### config.mk
export PLATFORM = sky130hd
export DESIGN_NAME = ultrasonic_ranging_controller_core
export DESIGN_NICKNAME = d
export VERILOG_FILES = /design/src/hdl/urc_pkg.sv /design/src/hdl/ultrasonic_ranging_controller_core.sv
export SDC_FILE = /design/constraint.sdc
export NUM_CORES = 1
export LEC_CHECK = 0
export ABC_AREA = 1
export ABC_CLOCK_PERIOD_IN_PS = 17900
export BUFFER_PORTS_ARGS = -buffer_cell sky130_fd_sc_hd__buf_2
export CELL_PAD_IN_SITES_DETAIL_PLACEMENT = 0
export CELL_PAD_IN_SITES_GLOBAL_PLACEMENT = 1
export CORE_MARGIN = 10
export CORE_UTILIZATION = 45
export DETAILED_ROUTE_END_ITERATION = 7
export PLACE_DENSITY_LB_ADDON = 0.1
export SETUP_SLACK_MARGIN = 0.1
export SLEW_MARGIN = 20
export SYNTH_ARGS = -nofsm -noshare
export SYNTH_HDL_FRONTEND = slang
export SYNTH_SLANG_ARGS = --single-unit
### constraint.sdc
create_clock -name i_clk -period 17.9 [get_ports i_clk]
set_input_delay 1.79 -clock i_clk [delete_from_list [all_inputs] [get_ports i_clk]]
set_output_delay 1.79 -clock i_clk [all_outputs]
set_load 0.005 [all_outputs]
### src/hdl/urc_pkg.sv
package urc_pkg;

    // Widths of the configuration registers and of the working counters.
    localparam int PULSE_W  = 10;
    localparam int TICK_W   = 16;
    localparam int SCALE_W  = 24;
    localparam int PERIOD_W = 24;
    localparam int CFG_IDX_W  = 3;
    localparam int CFG_DATA_W = 24;
    localparam int PROD_W     = TICK_W + SCALE_W;

    // Stream payload widths, padded to whole bytes.
    localparam int S_DATA_W = 8;
    localparam int M_DATA_W = 24;

    // Reset values of the configuration registers.
    localparam logic [PULSE_W-1:0]  PULSE_RST   = 10'd10;
    localparam logic [TICK_W-1:0]   TIMEOUT_RST = 16'd30000;
    localparam logic [TICK_W-1:0]   DELAY_RST   = 16'd10000;
    localparam logic [SCALE_W-1:0]  SCALE_RST   = 24'd143166;
    localparam logic [PERIOD_W-1:0] PERIOD_RST  = 24'd100000;

    localparam logic [TICK_W-1:0] TICK_MAX = {TICK_W{1'b1}};

    // Measurement phases, encoded as reported on the phase field.
    typedef enum logic [2:0] {
        PH_IDLE    = 3'd0,
        PH_PULSE   = 3'd1,
        PH_WAIT    = 3'd2,
        PH_TIMING  = 3'd3,
        PH_DELAY   = 3'd4,
        PH_PENDING = 3'd5
    } t_phase;

    // Configuration register indexes.
    typedef enum logic [CFG_IDX_W-1:0] {
        CFG_PULSE_TICKS   = 3'd0,
        CFG_TIMEOUT_TICKS = 3'd1,
        CFG_DELAY_TICKS   = 3'd2,
        CFG_RANGE_SCALE   = 3'd3,
        CFG_READ_MODE     = 3'd4,
        CFG_PERIOD_TICKS  = 3'd5
    } t_cfg_idx;

    // Saturating increment of a tick counter.
    function automatic logic [TICK_W-1:0] inc_sat(input logic [TICK_W-1:0] v);
        inc_sat = (v == TICK_MAX) ? v : v + TICK_W'(1);
    endfunction

endpackage

### src/hdl/ultrasonic_ranging_controller_core.sv
// Ultrasonic trigger/echo ranging controller.
//
// The slave stream carries one item per microsecond tick: tdata[0] is the
// echo pin level and tdata[1] a start request. For every accepted item the
// master stream returns one result: the trigger pin level, a done flag on
// the tick a reading completes, the last distance as a Q0.16 fraction of
// full range, the no-echo flag of the last reading and the current phase.
// The configuration channel writes one register per transfer; it is always
// ready and is meant to be written while no tick is in flight.
//
// An item is registered in the input register on acceptance and its result is
// registered in the result register once that register is free or draining;
// o_m_tvalid and o_m_tdata are driven from the result register.
// Throughput is one item per cycle while the receiver does not stall: the input
// register and the result register form a two-stage pipeline, and the only deep
// path is one 16 x 24 multiply in the reading-completion logic.
// When the receiver stalls, the result register holds and the input register
// still takes one more item; s_tready then drops until the result drains.
// Reset (synchronous, active low) returns the configuration, sequencer and valid
// registers to their defaults and the controller to idle with no reading recorded.
module ultrasonic_ranging_controller_core (
    input  logic                               i_clk,
    input  logic                               i_rst_n,
    // Slave stream: [0] echo_level, [1] start_request, [7:2] zero.
    input  logic                               i_s_tvalid,
    output logic                               o_s_tready,
    input  logic [urc_pkg::S_DATA_W-1:0]       i_s_tdata,
    // Master stream: [0] trigger_level, [1] reading_done, [17:2] distance_frac,
    // [18] no_echo, [21:19] phase, [23:22] zero.
    output logic                               o_m_tvalid,
    input  logic                               i_m_tready,
    output logic [urc_pkg::M_DATA_W-1:0]       o_m_tdata,
    // Configuration write channel.
    input  logic                               i_cfg_valid,
    output logic                               o_cfg_ready,
    input  logic [urc_pkg::CFG_IDX_W-1:0]      i_cfg_index,
    input  logic [urc_pkg::CFG_DATA_W-1:0]     i_cfg_data
);

    // Configuration registers.
    logic [urc_pkg::PULSE_W-1:0]  r_pulse_ticks;
    logic [urc_pkg::TICK_W-1:0]   r_timeout_ticks;
    logic [urc_pkg::TICK_W-1:0]   r_delay_ticks;
    logic [urc_pkg::SCALE_W-1:0]  r_range_scale;
    logic                         r_read_mode;
    logic [urc_pkg::PERIOD_W-1:0] r_period_ticks;

    // Controller state.
    urc_pkg::t_phase              r_phase, n_phase;
    logic [urc_pkg::TICK_W-1:0]   r_phase_cnt, n_phase_cnt;
    logic [urc_pkg::TICK_W-1:0]   r_timeout_cnt, n_timeout_cnt;
    logic [urc_pkg::TICK_W-1:0]   r_echo_ticks, n_echo_ticks;
    logic                         r_echo_prev;
    logic [urc_pkg::TICK_W-1:0]   r_last_dist, n_last_dist;
    logic                         r_last_no_echo, n_last_no_echo;
    logic [urc_pkg::PERIOD_W-1:0] r_period_cnt, n_period_cnt;

    // Pipeline registers.
    logic                         r_in_valid;
    logic                         r_in_echo;
    logic                         r_in_req;
    logic                         r_out_valid;
    logic [urc_pkg::M_DATA_W-1:0] r_out_data;
    logic                         n_done;

    logic                         w_advance;
    logic                         w_step;
    logic                         w_rise;
    logic                         w_fall;
    logic                         w_req;
    logic [urc_pkg::TICK_W:0]     w_cont_limit;
    logic [urc_pkg::PROD_W-1:0]   w_prod;

    // The input stage moves on whenever the result register is free or draining.
    assign w_advance  = !r_out_valid || i_m_tready;
    assign w_step     = r_in_valid && w_advance;
    assign o_s_tready = !r_in_valid || w_advance;
    assign o_m_tvalid = r_out_valid;
    assign o_m_tdata  = r_out_data;
    assign o_cfg_ready = 1'b1;

    // Echo edges against the level seen on the previous tick.
    assign w_rise = r_in_echo && !r_echo_prev;
    assign w_fall = !r_in_echo && r_echo_prev;

    // Back-to-back continuous reading when the period does not exceed the timeout plus the pulse length.
    assign w_cont_limit = {1'b0, r_timeout_ticks}
                        + (urc_pkg::TICK_W + 1)'(r_pulse_ticks);

    // Distance product uses the echo count after this tick's increment.
    assign w_prod = urc_pkg::PROD_W'(urc_pkg::inc_sat(r_echo_ticks))
                  * urc_pkg::PROD_W'(r_range_scale);

    // Next state of the measurement sequencer for the item in the input register.
    always_comb begin
        n_phase        = r_phase;
        n_phase_cnt    = r_phase_cnt;
        n_timeout_cnt  = r_timeout_cnt;
        n_echo_ticks   = r_echo_ticks;
        n_last_dist    = r_last_dist;
        n_last_no_echo = r_last_no_echo;
        n_period_cnt   = r_period_cnt;
        n_done         = 1'b0;
        w_req          = r_in_req;

        // Request generation in continuous mode.
        if (r_read_mode) begin
            if (r_period_ticks <= urc_pkg::PERIOD_W'(w_cont_limit)) begin
                w_req = 1'b1;
            end else begin
                n_period_cnt = r_period_cnt + urc_pkg::PERIOD_W'(1);
                if (n_period_cnt >= r_period_ticks) begin
                    w_req        = 1'b1;
                    n_period_cnt = '0;
                end
            end
        end else begin
            n_period_cnt = '0;
        end

        case (r_phase)
            urc_pkg::PH_IDLE: begin
                if (w_req) begin
                    n_phase     = urc_pkg::PH_PULSE;
                    n_phase_cnt = urc_pkg::TICK_W'(1);
                end
            end
            urc_pkg::PH_PULSE: begin
                if (r_phase_cnt >= urc_pkg::TICK_W'(r_pulse_ticks)) begin
                    n_phase       = urc_pkg::PH_WAIT;
                    n_timeout_cnt = '0;
                end else begin
                    n_phase_cnt = urc_pkg::inc_sat(r_phase_cnt);
                end
            end
            urc_pkg::PH_WAIT, urc_pkg::PH_TIMING: begin
                n_timeout_cnt = urc_pkg::inc_sat(r_timeout_cnt);
                if (r_phase == urc_pkg::PH_WAIT) begin
                    if (w_rise) begin
                        n_phase      = urc_pkg::PH_TIMING;
                        n_echo_ticks = '0;
                    end
                end else begin
                    n_echo_ticks = urc_pkg::inc_sat(r_echo_ticks);
                    if (w_fall) begin
                        n_last_dist    = (|w_prod[urc_pkg::PROD_W-1:32])
                                         ? urc_pkg::TICK_MAX : w_prod[31:16];
                        n_last_no_echo = 1'b0;
                        n_done         = 1'b1;
                    end
                end
                // A falling edge wins over a timeout on the same tick.
                if (!n_done && n_timeout_cnt >= r_timeout_ticks) begin
                    n_last_dist    = urc_pkg::TICK_MAX;
                    n_last_no_echo = 1'b1;
                    n_done         = 1'b1;
                end
                if (n_done) begin
                    n_phase     = w_req ? urc_pkg::PH_PENDING : urc_pkg::PH_DELAY;
                    n_phase_cnt = '0;
                end
            end
            urc_pkg::PH_DELAY, urc_pkg::PH_PENDING: begin
                if (w_req) begin
                    n_phase = urc_pkg::PH_PENDING;
                end
                n_phase_cnt = urc_pkg::inc_sat(r_phase_cnt);
                if (n_phase_cnt >= r_delay_ticks) begin
                    if (n_phase == urc_pkg::PH_PENDING) begin
                        n_phase     = urc_pkg::PH_PULSE;
                        n_phase_cnt = urc_pkg::TICK_W'(1);
                    end else begin
                        n_phase = urc_pkg::PH_IDLE;
                    end
                end
            end
            default: begin
                n_phase = urc_pkg::PH_IDLE;
            end
        endcase
    end

    // Input register and result register valid flags.
    always_ff @(posedge i_clk) begin
        if (!i_rst_n) begin
            r_in_valid  <= 1'b0;
            r_out_valid <= 1'b0;
        end else begin
            if (o_s_tready) begin
                r_in_valid <= i_s_tvalid;
            end
            if (w_advance) begin
                r_out_valid <= r_in_valid;
            end
        end
    end

    // Input payload capture on each transfer.
    always_ff @(posedge i_clk) begin
        if (i_s_tvalid && o_s_tready) begin
            r_in_echo <= i_s_tdata[0];
            r_in_req  <= i_s_tdata[1];
        end
    end

    // Result payload, packed from the state after this tick.
    always_ff @(posedge i_clk) begin
        if (w_step) begin
            r_out_data <= {2'b00, n_phase, n_last_no_echo, n_last_dist, n_done,
                           (n_phase == urc_pkg::PH_PULSE)};
        end
    end

    // Sequencer state; configuration writes to the mode or period clear the period count.
    always_ff @(posedge i_clk) begin
        if (!i_rst_n) begin
            r_phase        <= urc_pkg::PH_IDLE;
            r_phase_cnt    <= '0;
            r_timeout_cnt  <= '0;
            r_echo_ticks   <= '0;
            r_echo_prev    <= 1'b0;
            r_last_dist    <= '0;
            r_last_no_echo <= 1'b0;
            r_period_cnt   <= '0;
        end else begin
            if (w_step) begin
                r_phase        <= n_phase;
                r_phase_cnt    <= n_phase_cnt;
                r_timeout_cnt  <= n_timeout_cnt;
                r_echo_ticks   <= n_echo_ticks;
                r_echo_prev    <= r_in_echo;
                r_last_dist    <= n_last_dist;
                r_last_no_echo <= n_last_no_echo;
            end
            if (i_cfg_valid && (i_cfg_index == urc_pkg::CFG_READ_MODE ||
                                i_cfg_index == urc_pkg::CFG_PERIOD_TICKS)) begin
                r_period_cnt <= '0;
            end else if (w_step) begin
                r_period_cnt <= n_period_cnt;
            end
        end
    end

    // Configuration registers.
    always_ff @(posedge i_clk) begin
        if (!i_rst_n) begin
            r_pulse_ticks   <= urc_pkg::PULSE_RST;
            r_timeout_ticks <= urc_pkg::TIMEOUT_RST;
            r_delay_ticks   <= urc_pkg::DELAY_RST;
            r_range_scale   <= urc_pkg::SCALE_RST;
            r_read_mode     <= 1'b0;
            r_period_ticks  <= urc_pkg::PERIOD_RST;
        end else if (i_cfg_valid) begin
            case (i_cfg_index)
                urc_pkg::CFG_PULSE_TICKS:   r_pulse_ticks   <= i_cfg_data[urc_pkg::PULSE_W-1:0];
                urc_pkg::CFG_TIMEOUT_TICKS: r_timeout_ticks <= i_cfg_data[urc_pkg::TICK_W-1:0];
                urc_pkg::CFG_DELAY_TICKS:   r_delay_ticks   <= i_cfg_data[urc_pkg::TICK_W-1:0];
                urc_pkg::CFG_RANGE_SCALE:   r_range_scale   <= i_cfg_data[urc_pkg::SCALE_W-1:0];
                urc_pkg::CFG_READ_MODE:     r_read_mode     <= i_cfg_data[0];
                urc_pkg::CFG_PERIOD_TICKS:  r_period_ticks  <= i_cfg_data[urc_pkg::PERIOD_W-1:0];
                default: ;
            endcase
        end
    end

    // A held item is never dropped while the result register is stalled.
    a_hold_in: assert property (@(posedge i_clk) disable iff (!i_rst_n)
        (r_in_valid && r_out_valid && !i_m_tready) |=> r_in_valid)
        else $error("input item lost during output stall");

    // A completed reading is always followed by the guard delay.
    a_done_delay: assert property (@(posedge i_clk) disable iff (!i_rst_n)
        (r_out_valid && r_out_data[1]) |->
        (r_out_data[21:19] == urc_pkg::PH_DELAY ||
         r_out_data[21:19] == urc_pkg::PH_PENDING))
        else $error("reading completed outside the delay phase");

    // A timed-out reading reports full scale.
    a_no_echo_full: assert property (@(posedge i_clk) disable iff (!i_rst_n)
        (r_out_valid && r_out_data[18]) |-> (r_out_data[17:2] == urc_pkg::TICK_MAX))
        else $error("no-echo reading without full-scale distance");

    // The trigger is high exactly in the pulse phase.
    a_trig_pulse: assert property (@(posedge i_clk) disable iff (!i_rst_n)
        r_out_valid |-> (r_out_data[0] == (r_out_data[21:19] == urc_pkg::PH_PULSE)))
        else $error("trigger level disagrees with phase");

endmodule

Word-level counts from Yosys, hierarchy flattened
Cells that the tools add are included.

ROM bits: 0. Input bits: 40. Flip-flop bits (word level): 210. Memories: 0. Memory bits (writable): 0. Word-level logic and storage cells: 129. Output and inout bits: 27. Latch bits: 0.

Shifts and indexed selects: 0. $add $sub $neg: 5. Reduce and logical (&&, ||, !) cells: 32. Bitwise logic cells: 1. Multipliers: 1. Eq/ne operators: 21. Magnitude comparators: 5. Divide/modulo/power cells: 0. Multiplexer cells: 44.

Operators by type and width (count): $mux W16 (16); $mux W24 (3); $pmux W16 S4 (1); $add A16 B1 Y16 const B (3); $eq A16 B16 Y1 const B (3); $mul A16 B24 Y40 (1); $ge A16 B16 Y1 (2); $pmux W16 S2 (1); $add A24 B1 Y24 const B (1); $ge A24 B24 Y1 (1); $le A24 B17 Y1 (1); $mux W3 (8); $add A16 B10 Y17 (1); $ge A16 B10 Y1 (1); $eq A3 B3 Y1 const B (5); $mux W1 (14); $reduce_and A2 Y1 (7); $eq A3 B2 Y1 const B (4); $ne A2 B2 Y1 const B (6); $pmux W3 S4 (1); $eq A3 B1 Y1 const B (3); $reduce_or A8 Y1 (1); $logic_and A1 B1 Y1 (6); $logic_not A3 Y1 (2); 8 further kinds (17).

Depth between registers and ports, before layout
Gate-level depths: netlist (run 1).

Word-level depth: 12. Depth in mapped cells: 46. Mapped depth without buffers: 44.

Worst setup path before layout (run 1)
No wires, ideal clock.

Path kind: register to register. From: register r_echo_ticks[0] in the netlist's numbering. To: register r_out_data (netlist bit o_m_tdata[12]) (data pin). Cell stages (with the launch flop): 42. Setup time: 0.250 ns. Clock period less this slack: 7.602 ns. Path buffers: 2. Required time: 17.650 ns. Arrival time: 7.352 ns. Slack: 10.298 ns. Cell sequence: dfxtp_1 ha_1 nand3_1 nor2_4 nand2_4 nand2_4 nor2_1 inv_1 nor2_1 inv_1 nor2_1 inv_1 nor2_1 nor2_1 clkbuf_1 nand2_1 fa_1 inv_1 [... 6 more ...] inv_1 fa_1 inv_1 ha_1 nand2_1 nor2_1 inv_1 nor2_1 nand4_1 o31ai_1 a21oi_1 xor2_1 nand3_2 nor2_4 buf_12 nand3_2 nand2_2 inv_1.

Word-level cells in the longest chain between the ends: 9. Elaborated cells on any way between the ends: 10. Those cells by class: 1 x add/sub; 1 x mul; 1 x eq/ne; 6 x mux; 1 x reduce/logical.

Ends and longest elaborated chain: from (decl) (RTL line ultrasonic_ranging_controller_core.sv:52) `logic [urc_pkg::TICK_W-1:0] r_echo_ticks, n_echo_ticks;`; from (signal assigned) (RTL line ultrasonic_ranging_controller_core.sv:230) `r_echo_ticks <= n_echo_ticks;`; $add A16 B1 Y16 / $eq A16 B16 Y1 (equally long branches) (RTL line urc_pkg.sv:47) `inc_sat = (v == TICK_MAX) ? v : v + TICK_W'(1);`; $mux W16 (*); $mul A16 B24 Y40 (*) (RTL line ultrasonic_ranging_controller_core.sv:92) `* urc_pkg::PROD_W'(r_range_scale);`; $reduce_or A8 Y1 (RTL line ultrasonic_ranging_controller_core.sv:146) `n_last_dist = (|w_prod[urc_pkg::PROD_W-1:32])`; $mux W16 (*) (RTL line ultrasonic_ranging_controller_core.sv:147) `? urc_pkg::TICK_MAX : w_prod[31:16];`; $mux W16 (*) (RTL line ultrasonic_ranging_controller_core.sv:145) `if (w_fall) begin`; $mux W16 (*) (RTL line ultrasonic_ranging_controller_core.sv:138) `if (r_phase == urc_pkg::PH_WAIT) begin`; $mux W16 (*) (RTL line ultrasonic_ranging_controller_core.sv:153) `if (!n_done && n_timeout_cnt >= r_timeout_ticks) begin`; $mux W16 (*) (RTL line ultrasonic_ranging_controller_core.sv:121) `case (r_phase)`; net n_last_dist (one bit) (RTL line ultrasonic_ranging_controller_core.sv:54) `logic [urc_pkg::TICK_W-1:0] r_last_dist, n_last_dist;`; to (signal assigned) (RTL line ultrasonic_ranging_controller_core.sv:209) `r_out_data <= {2'b00, n_phase, n_last_no_echo, n_last_dist, n_done,`; to (decl) (RTL line ultrasonic_ranging_controller_core.sv:63) `logic [urc_pkg::M_DATA_W-1:0] r_out_data;`.

Mark *: on every way through the listed nets, which the timed path passes. The rest lies on a longest branch. A chain may end at the register's enable or synchronous reset.

Final worst setup path (run 1)
From: register r_echo_ticks[0] in the netlist's numbering. To: register r_out_data (netlist bit o_m_tdata[17]) (data pin).

Same word-level chain as after synthesis.

==> results of run 1 <==
==> layout make-up <==
class | instances | area share
diodes | 1 | 0.00009533
clock buffers | 36 | 0.02898
clock inverters | 12 | 0.007436
inverters | 704 | 0.1007
multi-input cells | 2171 | 0.6457
flip-flops and latches | 210 | 0.1693
well taps | 696 | 0.03317
repair buffers | 70 | 0.01459
==> state kept, by name (all words and copies together), names as in the netlist, 3 cells and up <==
signal           flops
r_last_dist         16
r_pulse_ticks       10
r_period_ticks      24
r_phase_cnt         16
r_phase              3
r_range_scale       24
r_echo_ticks        16
r_period_cnt        24
r_delay_ticks       16
r_timeout_ticks     16
r_timeout_cnt       16
o_m_tdata           22
==> critical path, delay by kind of cell (launching register included) <==
kind	cells	cell delay, ps
AO/OA/AOI/OAI	3	960
XOR/XNOR	1	220
adder cells (fa/ha/maj)	8	3950
buffers and inverters	6	1070
flip-flops	1	440
AND/OR/NAND/NOR	14	2810
==> where the power goes <==
part           internal [mW]  leakage, nW  switching (mW)
Sequential             0.497         1.75          0.0209
Clock                  0.370        0.473           0.215
Combinational         0.0493         10.5           0.102
Total                  0.916         12.7           0.338
==> how the worst min path moves through the flow <==
| stage | start | endpoint | depth (start not counted) |
|---|---|---|---|
| 3_5_place_dp | r_last_no_echo$_SDFFE_PN0P_ | r_last_no_echo$_SDFFE_PN0P_ | 2 |
| 3_3_place_gp | r_last_no_echo$_SDFFE_PN0P_ | r_last_no_echo$_SDFFE_PN0P_ | 2 |
| 5_1_grt | r_last_no_echo$_SDFFE_PN0P_ | r_last_no_echo$_SDFFE_PN0P_ | 2 |
| 2_1_floorplan | r_delay_ticks[11]$_SDFFE_PN0P_ | r_delay_ticks[11]$_SDFFE_PN0P_ | 2 |
| 6_report | r_last_no_echo$_SDFFE_PN0P_ | r_last_no_echo$_SDFFE_PN0P_ | 2 |
| 4_1_cts | r_delay_ticks[1]$_SDFFE_PN0P_ | r_delay_ticks[1]$_SDFFE_PN0P_ | 2 |
==> placed cells by master, fill, tap and decap left out, types with 16 or more instances in the layout <==
| cell type | count |
|---|---|
| nor4_1 | 17 |
| nand3_1 | 76 |
| clkbuf_16 | 28 |
| inv_1 | 683 |
| nor3_1 | 38 |
| a211oi_1 | 25 |
| xor2_1 | 46 |
| dfxtp_1 | 186 |
| nor2_1 | 277 |
| nand4_1 | 23 |
| or2_2 | 16 |
| buf_2 | 57 |
| ha_1 | 206 |
| o21ai_0 | 151 |
| nand2_2 | 22 |
| a21oi_1 | 258 |
| xnor2_1 | 28 |
| o211ai_1 | 23 |
| fa_1 | 306 |
| nand2_1 | 549 |
| edfxtp_1 | 24 |
==> metal layers <==
metal | part of all wire | vias up | track usage
li1 | - | 9881 | -
met1 | 0.47 | 9902 | 0.3263
met2 | 0.43 | 562 | 0.3392
met3 | 0.069 | 93 | 0.04439
met4 | 0.027 | 0 | 0.05953
met5 | 0 | - | 0
==> kinds of logic (layout without fill, tap and decap cells) <==
group                    count (synthesis)  count (layout)  synth area share
AO/OA/AOI/OAI                          512             512            0.1160
XOR/XNOR                                74              74           0.02647
adder cells (fa/ha/maj)                512             512            0.3554
flip-flops                             210             210            0.1815
buffers and inverters                  817             822            0.1272
other                                    2               4         0.0003067
AND/OR/NAND/NOR                       1070            1070            0.1931
==> per-stage QoR <==
step                      instance area [um^2]  power, mW  hold WS (ps)
final                                    26250      1.254         470.8
after detailed placement                 25280     0.6770         462.2
after global placement                   25280     0.6730         445.5
after floorplan                          24490     0.6208         435.3
after CTS                                26240      1.267         473.9
after global routing                     26250      1.307         486.8
==> flow_summary.ini, run 1 <==
[global_route]
antenna_found_initial = 2
grt_max_degree = 81
globalRouteTotalUtil = 0.2263
gr-total-overflow = 0
grt_pass1_wl_um = 114500
grt_pass1_vias = 20540

[timing]
period_share = 0.5445
worst_slew_pin_slew_ps = 1155
setup_ws_ps = 8154
setup-violations-final = 0
fin_crit_ps = 9746
skew_ps = 27.31
setup_tns_ps = 0
max-slew-margin-rel = 0.2294
drv_slew = 0
rsz0062_at_grt = false
timing.fmax_mhz = 102.6
hold_viol = 0

[synth]
synth.top_cells.by_area = fa_1 25%, dfxtp_1 15%, ha_1 11%
synth.ff_latch_count = 210
synth_common_cells = 683 x inv_1, 550 x nand2_1, 306 x fa_1
syn_avg_cell_area_um2 = 7.659
synth.largest_area_cell = fa_1
async_flop_share = 0
synthFlopType = dfxtp_1
synth.top_cell.area_share = 0.2502
ys_types = 55
synth_most_common_cell = inv_1
synth_edf_count = 24
synthCells = 3197
syn_area_mm2 = 0.02449
ys_seq_area_frac = 0.1815
yosys_warnings = 0

[floorplanning]
die_h_um = 253.3
core_area_mm2 = 0.05381
rows = 85
boundaryPins = 67
die_area_mm2 = 0.06414
start_util = 0.4550
dieWidth_um = 253.3

[final_layout]
area_growth_pct = 7.205
final-seq-area_mm2 = 0.004444
final_cells = 3900
utilization = 0.4878
fin_nets = 3736
multi_input_area_mm2 = 0.01695
drive_gt1_frac = 0.06993
fillerInstances = 5423

[place]
place_inst = 3851
dpl.hpwl_um = 57500
routabilityCongestion = 0.8950
pre_cts_ws_ps = 8390
port_buffers = 57

[clock_network]
h-tree-depth = 1
clkSinkCount = 210
cts_hold_buf = 0
tritoncts = done
clkTransAtPathRegs_ps = 60
clockRootBuffer = clkbuf_16
cts_resized = 0
cts_made_buffers = 27
cts_buffer_depth = 3
post_cts_buffers = 0
worstSkewPairLatency_ps = 550

[critical_path]
crit_end = o_m_tdata[17]$_DFFE_PP_
arrival_ps = 10040
path_class = flip-flop to flip-flop
required_ps = 18190
worstPathMaxFanout = 16
cp-end-kind = flip-flop
timing.rr.start = r_echo_ticks[0]$_SDFFE_PN0P_
start_kind = flip-flop
rr_endpoint = o_m_tdata[17]$_DFFE_PP_
r2r_cells = 32
crit_slowest_cell = inv_1
r2r_slack_ps = 8150
startpoint = r_echo_ticks[0]$_SDFFE_PN0P_
cpPeakStageDelay_ps = 720

[flow_run]
cap_viol_max_count = 0

[route]
drtIter0Drc = 1089
wire_per_inst_um = 18.32
wl_um = 71440
drc = 0
drt_pass1_iterations = 5
vias_per_cell = 5.241
ant_nets = 0
vias = 20440

[power_and_ir_drop]
leakagePower_nw = 12.68
irDropWorstVdd_mv = 0.05871
p_per_area_mw_per_mm2 = 47.77

[hold_path]
hold_class = flip-flop to flip-flop

[status]
outcome = finished clean
Power figures use the tool's default switching activity.
==> inputs of run 2 (changes only) <==
--- a/config.mk
+++ b/config.mk
@@ -6,12 +6,12 @@
 export NUM_CORES = 1
 export LEC_CHECK = 0
 export ABC_AREA = 1
-export ABC_CLOCK_PERIOD_IN_PS = 17900
+export ABC_CLOCK_PERIOD_IN_PS = 8740
 export BUFFER_PORTS_ARGS = -buffer_cell sky130_fd_sc_hd__buf_2
 export CELL_PAD_IN_SITES_DETAIL_PLACEMENT = 0
 export CELL_PAD_IN_SITES_GLOBAL_PLACEMENT = 1
 export CORE_MARGIN = 10
-export CORE_UTILIZATION = 45
+export CORE_UTILIZATION = 44
 export DETAILED_ROUTE_END_ITERATION = 7
 export PLACE_DENSITY_LB_ADDON = 0.1
 export SETUP_SLACK_MARGIN = 0.1
==> constraint.sdc (replaced) <==
create_clock -name i_clk -period 8.74 [get_ports i_clk]
set_input_delay 0.874 -clock i_clk [delete_from_list [all_inputs] [get_ports i_clk]]
set_output_delay 0.874 -clock i_clk [all_outputs]
set_load 0.005 [all_outputs]
==> flow_summary.ini, run 2 (synthesized netlist as in run 1, its figures left out) <==
[final_layout]
fin_nets = 3774
top_regs = r_period_cnt (24), r_period_ticks (24), r_range_scale (24)
diodes = 0
final-seq-area_mm2 = 0.004444
multi_input_area_mm2 = 0.01703
drive_gt1_frac = 0.08639
area_growth_pct = 9.315
mostFrequentLayoutCells = 679 x inv_1, 550 x nand2_1, 306 x fa_1
fillerInstances = 5641
design_area_mm2 = 0.02677
mostFrequentLayoutCell = inv_1

[critical_path]
r2r_cells = 31
crit_slowest_cell = fa_1
arrival_ps = 8420
crit_family = adder cells
timing.rr.start = r_echo_ticks[4]$_SDFFE_PN0P_
crit_cells = 31
cp-end-kind = flip-flop
cpMostUsedCell = fa_1
cpPeakStageDelay_ps = 640
path_class = flip-flop to flip-flop
start_kind = flip-flop
startpoint = r_echo_ticks[4]$_SDFFE_PN0P_
critPathBufInv = 8
worstPathMaxFanout = 16
required_ps = 9050

[clock_network]
tritoncts = done
clockRootBuffer = clkbuf_16
worstSkewPairLatency_ps = 550
cts_made_buffers = 26
cts_hold_buf = 0
cts_buffer_depth = 3
clkTransAtPathRegs_ps = 60
clkSinkCount = 210
h-tree-depth = 1

[timing]
period_share = 0.9282
rsz0062_at_grt = true
holdWs_ps = 462.3
fin_crit_ps = 8113
setup-violations-final = 0
hold_viol = 0
max-slew-margin-rel = 0.3239
drv_slew = 0
setup_tns_ps = 0
worst_slew_pin_slew_ps = 1012
timing.fmax_mhz = 123.3
skew_ps = 12.10

[place]
port_buffers = 57
dpl_cell_area_mm2 = 0.02561
dpl.hpwl_um = 59280
routabilityCongestion = 0.9036

[route]
vias_per_cell = 5.168
ant_nets = 0
drtIter0Drc = 1163
vias = 20620
drt_pass1_iterations = 5
drc = 0
wl_um = 73140
wire_per_inst_um = 18.34

[power_and_ir_drop]
p_seq_frac = 0.405
irDropWorstVdd_mv = 0.1347
leakagePower_nw = 12.90
p_switching_mw = 0.7089
p_clk_frac = 0.474
p_int_mw = 1.905
power_frac_comb = 0.120
sw_frac_of_total = 0.2711
p_per_area_mw_per_mm2 = 97.67

[global_route]
grt_pass1_wl_um = 117500
antenna_found_initial = 1
gr-total-overflow = 0
grt_pass1_vias = 21000
globalRouteTotalUtil = 0.2231
grt_max_degree = 67

[flow_run]
cap_viol_max_count = 0

[floorplanning]
boundaryPins = 67
start_util = 0.4444
die_h_um = 255.9
dieWidth_um = 255.9
rows = 86
core_area_mm2 = 0.05509
die_area_mm2 = 0.06548

[status]
outcome = finished clean

[hold_path]
hold_class = flip-flop to flip-flop
whs_path_depth = 2
min_from = r_last_no_echo$_SDFFE_PN0P_
==> run 2: cell types whose count changed in the layout (fill, tap and decap cells not counted), sizes merged <==
cell | previous run | this run
clkinv | 14 | 17
bufinv | 5 | 7
clkbuf | 36 | 31
clkinvlp | 0 | 2
diode | 1 | 0
inv | 697 | 695
buf | 70 | 108
==> run 2: final cells by class <==
type	count	area share
clock buffer	30	0.02641
clock inverter	17	0.01024
inverter	704	0.09891
multi-input combinational	2171	0.6364
sequential	210	0.1660
tap	748	0.03496
timing repair buffer	109	0.02706
==> run 2: routing by layer <==
metal	track usage	vias up	part of all wire
met2	0.3477	514	0.44
met5	0	-	0
met1	0.3163	10060	0.47
met3	0.03588	99	0.059
li1	-	9944	-
met4	0.05703	0	0.028
==> run 2: path summary, 6_finish.rpt <==
check,slack [ps],end
hold reg to reg,460,r_last_no_echo$_SDFFE_PN0P_
hold / removal,460,r_last_no_echo$_SDFFE_PN0P_
setup reg to reg,630,o_m_tdata[17]$_DFFE_PP_
setup / recovery,630,o_m_tdata[17]$_DFFE_PP_
==> run 2: what timing repair did <==
item                                   4_1_cts  5_1_grt
setup endpoints to repair                    0       32
endpoints found under the hold margin        0        0
buffers inserted                             0        9
gates resized for setup                      0       20
==> run 2: worst reg2reg max path: cells and delay by family (launching register included) <==
family / cells / cell delay, ps
DFF: 1 / 440
buffers and inverters: 8 / 1030
adders and majority gates: 7 / 3640
xor gates and xnor gates: 2 / 280
and+or+nand+nor: 12 / 2110
AOI/OAI and AO/OA: 2 / 380
==> run 2: stage by stage <==
| stage | total power [mW] | util | instances | worst slack, ps |
|---|---|---|---|---|
| global placement | 1.384 | 0.4648 | 3932 | 380.6 |
| global route | 2.727 | 0.4859 | 3989 | 69.02 |
| finish | 2.614 | 0.4859 | 3989 | 627.2 |
| detailed placement | 1.392 | 0.4648 | 3932 | 281.1 |
| floorplan | 1.272 | - | 3198 | 1138 |
| CTS | 2.642 | 0.4826 | 3979 | 240.6 |
==> run 2: power by group through the flow <==
stage               combinational, mW  sequential [mW]  clock, mW
floorplan                       0.215             1.06          0
global placement                0.305             1.08          0
detailed placement              0.312             1.08          0
CTS                             0.314             1.06       1.27
global route                    0.357             1.06       1.31
finish                          0.315             1.06       1.24
